**src/rtl/gmig_pkg.sv**
```systemverilog
// Shared types and constants for the grid mesh index generator.
// Used by every rtl file; depends on nothing.
package gmig_pkg;

  localparam int IDX_W   = 17;  // width of one vertex index
  localparam int SIDE_W  = 9;   // width of the grid side register
  localparam int TRI_W   = 3;   // triangle position inside a cell or skirt step
  localparam int IN_W    = 8;   // input tdata width
  localparam int OUT_W   = 56;  // output tdata width
  localparam int OUT_PAD = OUT_W - 3 * IDX_W;

  localparam logic [SIDE_W-1:0] SIDE_RESET = SIDE_W'(2);
  localparam int                MIN_SIDE   = 2;

  typedef logic [IDX_W-1:0] idx_t;
  typedef logic [TRI_W-1:0] tri_pos_t;

  // Triangle positions: first and second of a cell, then the skirt order.
  localparam tri_pos_t TRI_FIRST  = 3'd0;
  localparam tri_pos_t TRI_TOP_A  = 3'd0;
  localparam tri_pos_t TRI_TOP_B  = 3'd1;
  localparam tri_pos_t TRI_RGT_A  = 3'd2;
  localparam tri_pos_t TRI_RGT_B  = 3'd3;
  localparam tri_pos_t TRI_BTM_A  = 3'd4;
  localparam tri_pos_t TRI_BTM_B  = 3'd5;
  localparam tri_pos_t TRI_LFT_A  = 3'd6;
  localparam tri_pos_t TRI_LFT_B  = 3'd7;

  // Side-dependent constants, all taken modulo 2^IDX_W.
  typedef struct packed {
    idx_t n;      // vertices per side
    idx_t nn;     // n*n, first top skirt vertex
    idx_t lrow;   // n*(n-1), first vertex of the last grid row
    idx_t rgt;    // n*(n+1), first right skirt vertex
    idx_t btm;    // n*(n+2), first bottom skirt vertex
    idx_t lft;    // n*(n+3), first left skirt vertex
  } geom_t;

  // Sequencer position as seen by the index logic.
  typedef struct packed {
    logic     skirt;  // 0 grid cells, 1 skirt
    logic     done;   // list ended
    tri_pos_t tpos;   // triangle inside cell or skirt step
    idx_t     col;    // column x in the grid
    idx_t     cnt;    // row y in the grid, edge step i in the skirt
    idx_t     base;   // y*n in the grid, i*n in the skirt
  } seq_t;

  typedef struct packed {
    idx_t a;
    idx_t b;
    idx_t c;
  } tri_t;

endpackage

```
**src/rtl/gmig_geom.sv**
```systemverilog
// Grid side register with clamping and the registered side constants.
// Depends on gmig_pkg.
module gmig_geom #(
  parameter int MAX_SIDE = 256
) (
  input  logic                         clk,
  input  logic                         rst_n,
  input  logic                         wr_en,
  input  logic [gmig_pkg::SIDE_W-1:0]  wr_data,
  output gmig_pkg::geom_t              geom,
  output logic                         settling
);

  localparam int NW = $clog2(MAX_SIDE + 1);
  localparam int SW = (NW > gmig_pkg::SIDE_W) ? NW : gmig_pkg::SIDE_W;

  logic [gmig_pkg::SIDE_W-1:0] side_r;
  logic                        settle_r;
  logic [SW-1:0]               side_ext;
  logic [SW-1:0]               side_clamp;
  gmig_pkg::idx_t              n;
  gmig_pkg::geom_t             geom_r;
  gmig_pkg::geom_t             geom_nxt;

  always_ff @(posedge clk) begin
    if (!rst_n) begin
      side_r   <= gmig_pkg::SIDE_RESET;
      settle_r <= 1'b1;
    end else begin
      if (wr_en) begin
        side_r <= wr_data;
      end
      settle_r <= wr_en;
    end
  end

  always_comb begin
    side_ext = SW'(side_r);
    if (side_ext < SW'(gmig_pkg::MIN_SIDE)) begin
      side_clamp = SW'(gmig_pkg::MIN_SIDE);
    end else if (side_ext > SW'(MAX_SIDE)) begin
      side_clamp = SW'(MAX_SIDE);
    end else begin
      side_clamp = side_ext;
    end
    n             = gmig_pkg::idx_t'(side_clamp);
    geom_nxt.n    = n;
    geom_nxt.nn   = n * n;
    geom_nxt.lrow = n * (n - gmig_pkg::idx_t'(1));
    geom_nxt.rgt  = n * (n + gmig_pkg::idx_t'(1));
    geom_nxt.btm  = n * (n + gmig_pkg::idx_t'(2));
    geom_nxt.lft  = n * (n + gmig_pkg::idx_t'(3));
  end

  // Constants are registered from the side register and follow it in the next cycle.
  always_ff @(posedge clk) begin
    geom_r <= geom_nxt;
  end

  assign geom     = geom_r;
  assign settling = settle_r;

endmodule

```
**src/rtl/gmig_seq.sv**
```systemverilog
// Position counters of the triangle list: cell or skirt step, triangle, done.
// Depends on gmig_pkg.
module gmig_seq #(
  parameter int MAX_SIDE = 256
) (
  input  logic              clk,
  input  logic              rst_n,
  input  logic              clear,
  input  logic              step,
  input  logic              restart,
  input  gmig_pkg::idx_t    n,
  output gmig_pkg::seq_t    cur,
  output logic              last
);

  localparam int CW = $clog2(MAX_SIDE);

  logic               skirt_r, skirt_nxt, skirt_e;
  logic               done_r, done_nxt, done_e;
  gmig_pkg::tri_pos_t tpos_r, tpos_nxt, tpos_e;
  logic [CW-1:0]      col_r, col_nxt, col_e;
  logic [CW-1:0]      cnt_r, cnt_nxt, cnt_e;
  gmig_pkg::idx_t     base_r, base_nxt, base_e;
  logic               col_end;
  logic               cnt_end;

  always_comb begin
    // restart takes effect before the current request is served
    skirt_e = restart ? 1'b0 : skirt_r;
    done_e  = restart ? 1'b0 : done_r;
    tpos_e  = restart ? gmig_pkg::TRI_FIRST : tpos_r;
    col_e   = restart ? '0 : col_r;
    cnt_e   = restart ? '0 : cnt_r;
    base_e  = restart ? '0 : base_r;

    col_end = (gmig_pkg::idx_t'(col_e) + gmig_pkg::idx_t'(1)) == (n - gmig_pkg::idx_t'(1));
    cnt_end = (gmig_pkg::idx_t'(cnt_e) + gmig_pkg::idx_t'(1)) == (n - gmig_pkg::idx_t'(1));

    skirt_nxt = skirt_e;
    done_nxt  = done_e;
    tpos_nxt  = tpos_e;
    col_nxt   = col_e;
    cnt_nxt   = cnt_e;
    base_nxt  = base_e;
    last      = 1'b0;

    if (!done_e) begin
      if (!skirt_e) begin
        if (tpos_e == gmig_pkg::TRI_FIRST) begin
          tpos_nxt = gmig_pkg::tri_pos_t'(1);
        end else begin
          tpos_nxt = gmig_pkg::TRI_FIRST;
          if (col_end) begin
            col_nxt = '0;
            if (cnt_end) begin
              cnt_nxt   = '0;
              base_nxt  = '0;
              skirt_nxt = 1'b1;
            end else begin
              cnt_nxt  = CW'(cnt_e + 1'b1);
              base_nxt = base_e + n;
            end
          end else begin
            col_nxt = CW'(col_e + 1'b1);
          end
        end
      end else begin
        if (tpos_e != gmig_pkg::TRI_LFT_B) begin
          tpos_nxt = tpos_e + gmig_pkg::tri_pos_t'(1);
        end else begin
          tpos_nxt = gmig_pkg::TRI_FIRST;
          if (cnt_end) begin
            last     = 1'b1;
            done_nxt = 1'b1;
          end else begin
            cnt_nxt  = CW'(cnt_e + 1'b1);
            base_nxt = base_e + n;
          end
        end
      end
    end
  end

  always_ff @(posedge clk) begin
    if (!rst_n || clear) begin
      skirt_r <= 1'b0;
      done_r  <= 1'b0;
      tpos_r  <= gmig_pkg::TRI_FIRST;
      col_r   <= '0;
      cnt_r   <= '0;
      base_r  <= '0;
    end else if (step) begin
      skirt_r <= skirt_nxt;
      done_r  <= done_nxt;
      tpos_r  <= tpos_nxt;
      col_r   <= col_nxt;
      cnt_r   <= cnt_nxt;
      base_r  <= base_nxt;
    end
  end

  assign cur.skirt = skirt_e;
  assign cur.done  = done_e;
  assign cur.tpos  = tpos_e;
  assign cur.col   = gmig_pkg::idx_t'(col_e);
  assign cur.cnt   = gmig_pkg::idx_t'(cnt_e);
  assign cur.base  = base_e;

endmodule

```
**src/rtl/gmig_tri.sv**
```systemverilog
// Vertex indices of the triangle at the current list position.
// Depends on gmig_pkg.
module gmig_tri (
  input  gmig_pkg::seq_t   cur,
  input  gmig_pkg::geom_t  geom,
  output gmig_pkg::tri_t   tri_o
);

  gmig_pkg::idx_t top, bot, i, e, one;

  always_comb begin
    one = gmig_pkg::idx_t'(1);
    top = cur.base + cur.col;
    bot = top + geom.n;
    i   = cur.cnt;
    e   = cur.base;
    if (!cur.skirt) begin
      if (cur.tpos == gmig_pkg::TRI_FIRST) begin
        tri_o.a = top;
        tri_o.b = top + one;
        tri_o.c = bot;
      end else begin
        tri_o.a = top + one;
        tri_o.b = bot + one;
        tri_o.c = bot;
      end
    end else begin
      case (cur.tpos)
        gmig_pkg::TRI_TOP_A: begin
          tri_o.a = geom.nn + i;
          tri_o.b = geom.nn + i + one;
          tri_o.c = i;
        end
        gmig_pkg::TRI_TOP_B: begin
          tri_o.a = geom.nn + i + one;
          tri_o.b = i + one;
          tri_o.c = i;
        end
        gmig_pkg::TRI_RGT_A: begin
          tri_o.a = e + geom.n - one;
          tri_o.b = geom.rgt + i;
          tri_o.c = e + (geom.n << 1) - one;
        end
        gmig_pkg::TRI_RGT_B: begin
          tri_o.a = geom.rgt + i;
          tri_o.b = geom.rgt + i + one;
          tri_o.c = e + (geom.n << 1) - one;
        end
        gmig_pkg::TRI_BTM_A: begin
          tri_o.a = geom.lrow + i;
          tri_o.b = geom.lrow + i + one;
          tri_o.c = geom.btm + i;
        end
        gmig_pkg::TRI_BTM_B: begin
          tri_o.a = geom.lrow + i + one;
          tri_o.b = geom.btm + i + one;
          tri_o.c = geom.btm + i;
        end
        gmig_pkg::TRI_LFT_A: begin
          tri_o.a = geom.lft + i;
          tri_o.b = e;
          tri_o.c = geom.lft + i + one;
        end
        default: begin
          tri_o.a = e;
          tri_o.b = e + geom.n;
          tri_o.c = geom.lft + i + one;
        end
      endcase
    end
  end

endmodule

```
**src/rtl/grid_mesh_index_generator_core.sv**
```systemverilog
// Top level of the grid mesh index generator: handshakes, request and result
// registers. Depends on gmig_pkg, gmig_geom, gmig_seq and gmig_tri.
//
//  channel | dir | handshake           | payload
//  --------+-----+---------------------+--------------------------------------
//  in_     | in  | in_tvalid/in_tready | tdata[0] restart
//  out_    | out | out_tvalid/tready   | tdata a,b,c (17b each), tlast, tuser
//  cfg_    | in  | cfg_valid/cfg_ready | cfg_data grid side (9b)
//
// One triangle per cycle sustained while results are taken; each request waits
// in the request register and is loaded into the result register on advance.
// The request register drains whenever the result register is empty or taken;
// a waiting result holds off new requests only once the request register is
// full as well.
// A side write restarts the list; requests are held off while the side
// constants (five small products) are registered. The same hold-off follows
// reset. Reset is synchronous, active low.
module grid_mesh_index_generator_core #(
  parameter int MAX_SIDE = 256
) (
  input  logic                          clk,
  input  logic                          rst_n,
  input  logic                          in_tvalid,
  output logic                          in_tready,
  input  logic [gmig_pkg::IN_W-1:0]     in_tdata,   // [0] restart
  output logic                          out_tvalid,
  input  logic                          out_tready,
  output logic [gmig_pkg::OUT_W-1:0]    out_tdata,  // [16:0] a, [33:17] b, [50:34] c
  output logic                          out_tlast,  // last_of_list
  output logic                          out_tuser,  // exhausted
  input  logic                          cfg_valid,
  output logic                          cfg_ready,
  input  logic [gmig_pkg::SIDE_W-1:0]   cfg_data    // grid side
);

  logic                         req_valid_r;
  logic                         req_restart_r;
  logic                         out_valid_r;
  logic [gmig_pkg::OUT_W-1:0]   out_data_r;
  logic                         out_last_r;
  logic                         out_exh_r;
  logic                         in_acc;
  logic                         cfg_acc;
  logic                         advance;
  logic                         settling;
  logic                         last;
  gmig_pkg::geom_t              geom;
  gmig_pkg::seq_t               cur;
  gmig_pkg::tri_t               tri_w;
  gmig_pkg::tri_t               tri_out;

  // Configuration is always taken; it must only be written while idle, which the block does not enforce.
  assign cfg_ready = 1'b1;
  assign cfg_acc   = cfg_valid && cfg_ready;

  // Advance the request when the result slot is free or being drained.
  assign advance   = req_valid_r && (!out_valid_r || out_tready);
  assign in_tready = rst_n && !settling && (!req_valid_r || advance);
  assign in_acc    = in_tvalid && in_tready;

  gmig_geom #(.MAX_SIDE(MAX_SIDE)) u_geom (
    .clk      (clk),
    .rst_n    (rst_n),
    .wr_en    (cfg_acc),
    .wr_data  (cfg_data),
    .geom     (geom),
    .settling (settling)
  );

  gmig_seq #(.MAX_SIDE(MAX_SIDE)) u_seq (
    .clk     (clk),
    .rst_n   (rst_n),
    .clear   (cfg_acc),
    .step    (advance),
    .restart (req_restart_r),
    .n       (geom.n),
    .cur     (cur),
    .last    (last)
  );

  gmig_tri u_tri (
    .cur   (cur),
    .geom  (geom),
    .tri_o (tri_w)
  );

  // Request register: hold a request until its result slot opens.
  always_ff @(posedge clk) begin
    if (!rst_n) begin
      req_valid_r <= 1'b0;
    end else if (in_acc) begin
      req_valid_r <= 1'b1;
    end else if (advance) begin
      req_valid_r <= 1'b0;
    end
  end

  always_ff @(posedge clk) begin
    if (in_acc) begin
      req_restart_r <= in_tdata[0];
    end
  end

  // An exhausted answer carries zero indices.
  assign tri_out = cur.done ? '0 : tri_w;

  // Result register: drop the valid once taken, reload on advance.
  always_ff @(posedge clk) begin
    if (!rst_n) begin
      out_valid_r <= 1'b0;
    end else if (advance) begin
      out_valid_r <= 1'b1;
    end else if (out_tready) begin
      out_valid_r <= 1'b0;
    end
  end

  always_ff @(posedge clk) begin
    if (advance) begin
      out_data_r <= {{gmig_pkg::OUT_PAD{1'b0}}, tri_out.c, tri_out.b, tri_out.a};
      out_last_r <= last;
      out_exh_r  <= cur.done;
    end
  end

  assign out_tvalid = out_valid_r;
  assign out_tdata  = out_data_r;
  assign out_tlast  = out_last_r;
  assign out_tuser  = out_exh_r;

`ifndef SYNTHESIS
  a_exh_zero : assert property (@(posedge clk) disable iff (!rst_n)
    out_tvalid && out_tuser |-> (out_tdata == '0) && !out_tlast)
    else $error("exhausted result carries indices or last flag");

  a_cfg_holdoff : assert property (@(posedge clk) disable iff (!rst_n)
    cfg_acc |=> !in_tready)
    else $error("request accepted before side constants settled");

  a_req_hold : assert property (@(posedge clk) disable iff (!rst_n)
    req_valid_r && !advance |=> req_valid_r && $stable(req_restart_r))
    else $error("blocked request lost or changed");

  a_adv_fills : assert property (@(posedge clk) disable iff (!rst_n)
    advance |=> out_tvalid)
    else $error("advanced request produced no result");
`endif

endmodule

```
**config.mk**
```make
export PLATFORM = sky130hd
export DESIGN_NAME = grid_mesh_index_generator_core
export DESIGN_NICKNAME = d
export VERILOG_FILES = /design/src/rtl/gmig_pkg.sv /design/src/rtl/gmig_geom.sv /design/src/rtl/gmig_seq.sv /design/src/rtl/gmig_tri.sv /design/src/rtl/grid_mesh_index_generator_core.sv
export SDC_FILE = /design/constraint.sdc
export NUM_CORES = 1
export LEC_CHECK = 0
export ABC_CLOCK_PERIOD_IN_PS = 21300
export BUFFER_PORTS_ARGS = -buffer_cell sky130_fd_sc_hd__buf_2
export CORE_UTILIZATION = 40
export DETAILED_ROUTE_END_ITERATION = 7
export PLACE_DENSITY = 0.58
export REMOVE_ABC_BUFFERS = 1
export SLEW_MARGIN = 20
export SYNTH_ARGS = -nofsm -noshare
export SYNTH_HDL_FRONTEND = slang
export SYNTH_SLANG_ARGS = --single-unit
export TNS_END_PERCENT = 1
```
**constraint.sdc**
```tcl
create_clock -name clk -period 21.3 [get_ports clk]
set_input_delay 1.065 -clock clk [delete_from_list [all_inputs] [get_ports clk]]
set_output_delay 1.065 -clock clk [all_outputs]
set_load 0.1 [all_outputs]
```
==> metrics.csv <==
stage,metric,value,unit
floorplan,Core ar.,0.0716,mm²
worst_setup_path,Worst Path Max Fanout,37,
cts,total CTS buffers,17,
synthesis,"EDFF count, synth",54,
finish,share of layout cells above drive strength 1,0.0565,
worst_setup_path,Crit path largest cell delay,660,ps
finish,area of the multi-input gates,0.0225,mm²
finish,# fillers,7373,
floorplan,I/O pins,83,
power_and_ir_drop,part of the power in registers,0.297,
power_and_ir_drop,Comb pwr share,0.506,
synthesis,Mapped Cells,3499,
drt,drt initial violations,1963,
placed_design,Final HPWL DP,74100,µm
cts,clock sinks,190,
floorplan,die extent in x,271,µm
finish,nets@finish,4134,
power_and_ir_drop,P_int,0.931,mW
drt,DR vias/cell,5.48,
worst_setup_path,startpoint types,register,
drt,Post-DRT Antenna Nets,0,
synthesis,Post-Syn Area,0.0290,mm²
synthesis,post-synth top area share,0.190,
worst_setup_path,slowest CP cell,clkinv_1,
drt,DRT Wirelength,92500,µm
synthesis,most area-hungry cell type in the Yosys netlist,fa_1,
power_and_ir_drop,NetSw,0.776,mW
floorplan,Initial Utilization,0.404,
synthesis,post-synthesis sequential element count,190,
drt,Via Count,24693,
synthesis,top post-synthesis cells by area,"fa_1 (19%), ha_1 (13%), dfxtp_1 (9.4%)",
power_and_ir_drop,Final Power,1.71,mW
power_and_ir_drop,power share of the clock group,0.196,
grt,"Remaining Overflow, GRT",0,
synthesis,Unique masters post-synth,98,
placed_design,Port Buffer Count,69,
cts,"Hold-fix buffers, CTS",0,
cts,CTS tree,done,
grt,Total GRT Usage,0.253,
synthesis,top post-synthesis cells by count,"inv_1 (476), nor2_1 (311), ha_1 (293)",
synthesis,most frequent cell after synthesis,inv_1,
placed_design,GPL Wtd Cong,0.998,
worst_setup_path,CP required,21640,ps
floorplan,die extent in y,271,µm
grt,vias in the first global route,24055,
cts,H-tree levels,4,
worst_setup_path,CP endpoint kind,register,
power_and_ir_drop,Sw Share,0.454,
worst_hold_path,Hold Crit Class,reg2reg,
drt,# DRC,0,
floorplan,site row count,98,
cts,Resized Gates After CTS,0,
drt,DRT Pass-1 Iters,5,
timing,Slew headroom,0.349,
status,status,completed,
power_and_ir_drop,Max IR drop VDD,0.0685,mV
synthesis,Post-synth ARST share,0,
cts,"Reg clk slew, reported paths",90,ps
grt,initial antenna violation count,0,
cts,post-CTS setup buffers,0,
cts,CTS Root Cell,clkbuf_16,
power_and_ir_drop,Leakage,14.3,nW
timing,Worst-Margin Slew,969,ps
worst_setup_path,Setup crit start,u_geom.side_ext[6],
timing,RSZ-0062 raised after global routing,false,
timing,setup tns final,0,ps
timing,part of the cycle the worst path needs,0.403,
worst_setup_path,Crit Reg-Reg Startpoint,u_geom.side_ext[6],
power_and_ir_drop,pwr/cell area,54.9,mW/mm²
synthesis,Syn Area/Cell,8.28,µm²
worst_setup_path,Crit Path Category,reg2reg,
timing,final hold violation count,0,
grt,first-pass GRT wire length,141000,µm
cts,clk buf depth,2,
finish,ant diodes,0,
worst_setup_path,Reg2Reg Depth,28,
worst_setup_path,Critical Path End,u_geom.geom[15],
timing,Fmax,116,MHz
synthesis,Synthesis Warnings,0,
floorplan,Die Area,0.0735,mm²
finish,Reg area,0.00434,mm²
synthesis,"Seq/Total Area, Yosys",0.150,
job,max cap viols,0,
drt,Routed WL per cell,20.5,µm
timing,Max Clock Skew,21.2,ps
placed_design,dpl cell area,0.0305,mm²
finish,final instance area,0.0311,mm²
timing,"Slew Viols, Final",0,
worst_setup_path,WP data arrival,8930,ps
timing,Final min period,8590,ps
worst_setup_path,internal reg-to-reg setup slack,12710,ps
synthesis,top_reg_cell synth,dfxtp_1,
worst_setup_path,Reg-to-Reg End,u_geom.geom[15],
cts,worst skew pair latency,510,ps
grt,largest net degree at the start of global routing,51,
finish,Layout area overhead,7.33,%
timing,Setup-failing EPs final,0,
==> power by group through the flow <==
stage / clock [mW] / sequential (mW) / combinational, mW
floorplan: 0 / 0.498 / 0.607
global placement: 0 / 0.514 / 0.847
detailed placement: 0 / 0.514 / 0.851
CTS: 0.342 / 0.506 / 0.858
global route: 0.354 / 0.516 / 0.960
finish: 0.335 / 0.508 / 0.864
==> cells by family after synthesis <==
kind of cell,synth area share
other,0.000259
multiplexers,0.0100
XOR/XNOR,0.102
flip-flops,0.150
adder cells (fa/ha/maj),0.317
AO/OA/AOI/OAI,0.156
AND/OR/NAND/NOR,0.183
buffers and inverters,0.0821
==> stage by stage <==
step / hold WS, ps / cells / setup WS, ps / util
floorplan: 432 / 3408 / 13020 / -
CTS: 456 / 4507 / 12830 / 0.434
global route: 478 / 4507 / 12350 / 0.434
global placement: 441 / 4475 / 12940 / 0.426
finish: 460 / 4507 / 12710 / 0.434
detailed placement: 444 / 4475 / 12860 / 0.426
==> registers in the layout (all words and copies together) (netlist names), 3 cells and up <==
name	count
out_tdata	51
u_geom.geom	86
u_geom.side_ext	9
u_seq.base_r	17
u_seq.cnt_r	8
u_seq.col_r	8
u_seq.tpos_r	3
==> routing by layer <==
metal,vias up,global-route usage,wire length (µm)
met1,11871,0.324,40200
met4,0,0.116,4270
li1,11814,-,-
met3,181,0.0301,5170
met2,827,0.422,42800
met5,-,0,0
==> worst min-delay path by stage <==
stage	slack, ps	end	cells after the start	startpoint
floorplan	430	u_seq.tpos_r[1]	2	u_seq.tpos_r[1]
global placement	440	u_seq.tpos_r[1]	2	u_seq.tpos_r[1]
detailed placement	440	u_seq.tpos_r[1]	2	u_seq.tpos_r[1]
CTS	460	u_seq.tpos_r[1]	2	u_seq.tpos_r[1]
global route	480	u_seq.tpos_r[1]	2	u_seq.tpos_r[1]
finish	460	u_seq.tpos_r[1]	2	u_seq.tpos_r[1]
==> cell type report <==
type / count / area share
sequential: 190 / 0.140
multi-input combinational: 2735 / 0.722
timing repair buffer: 117 / 0.0227
clock buffer: 17 / 0.0137
clock inverter: 15 / 0.00487
tap: 950 / 0.0382
inverter: 483 / 0.0583
==> critical path: cells and delay by family (launching register included) <==
family	cells	cell delay [ps]
xor+xnor	1	450
buf+inv	6	1400
flops	1	440
compound gates	9	1780
simple gates	5	1370
fa+ha+maj	7	2950
==> placed cells by master (no fill, tap or decap), types with 20 or more instances in the layout <==
cell | Yosys | routed
o21ai_0 | 171 | 171
edfxtp_1 | 54 | 54
nor3_1 | 52 | 52
a221oi_1 | 38 | 38
o21a_1 | 20 | 20
a21o_1 | 45 | 45
a21oi_1 | 139 | 138
nand2_1 | 268 | 268
and2_1 | 44 | 44
inv_1 | 476 | 476
a211oi_1 | 34 | 34
or3_1 | 25 | 25
o211ai_1 | 28 | 28
xnor2_1 | 209 | 209
a22oi_1 | 26 | 26
fa_1 | 275 | 275
ha_1 | 293 | 293
mux2i_1 | 29 | 29
and3_1 | 32 | 32
xor2_1 | 120 | 120
conb_1 | 2 | 49
o22ai_1 | 30 | 30
buf_2 | 8 | 69
nor2b_1 | 56 | 50
nand2b_1 | 92 | 92
buf_4 | 8 | 48
dfxtp_1 | 136 | 136
nor2_1 | 311 | 311
nand3_1 | 78 | 78
nand4_1 | 25 | 25
Power figures use the tool's default switching activity.
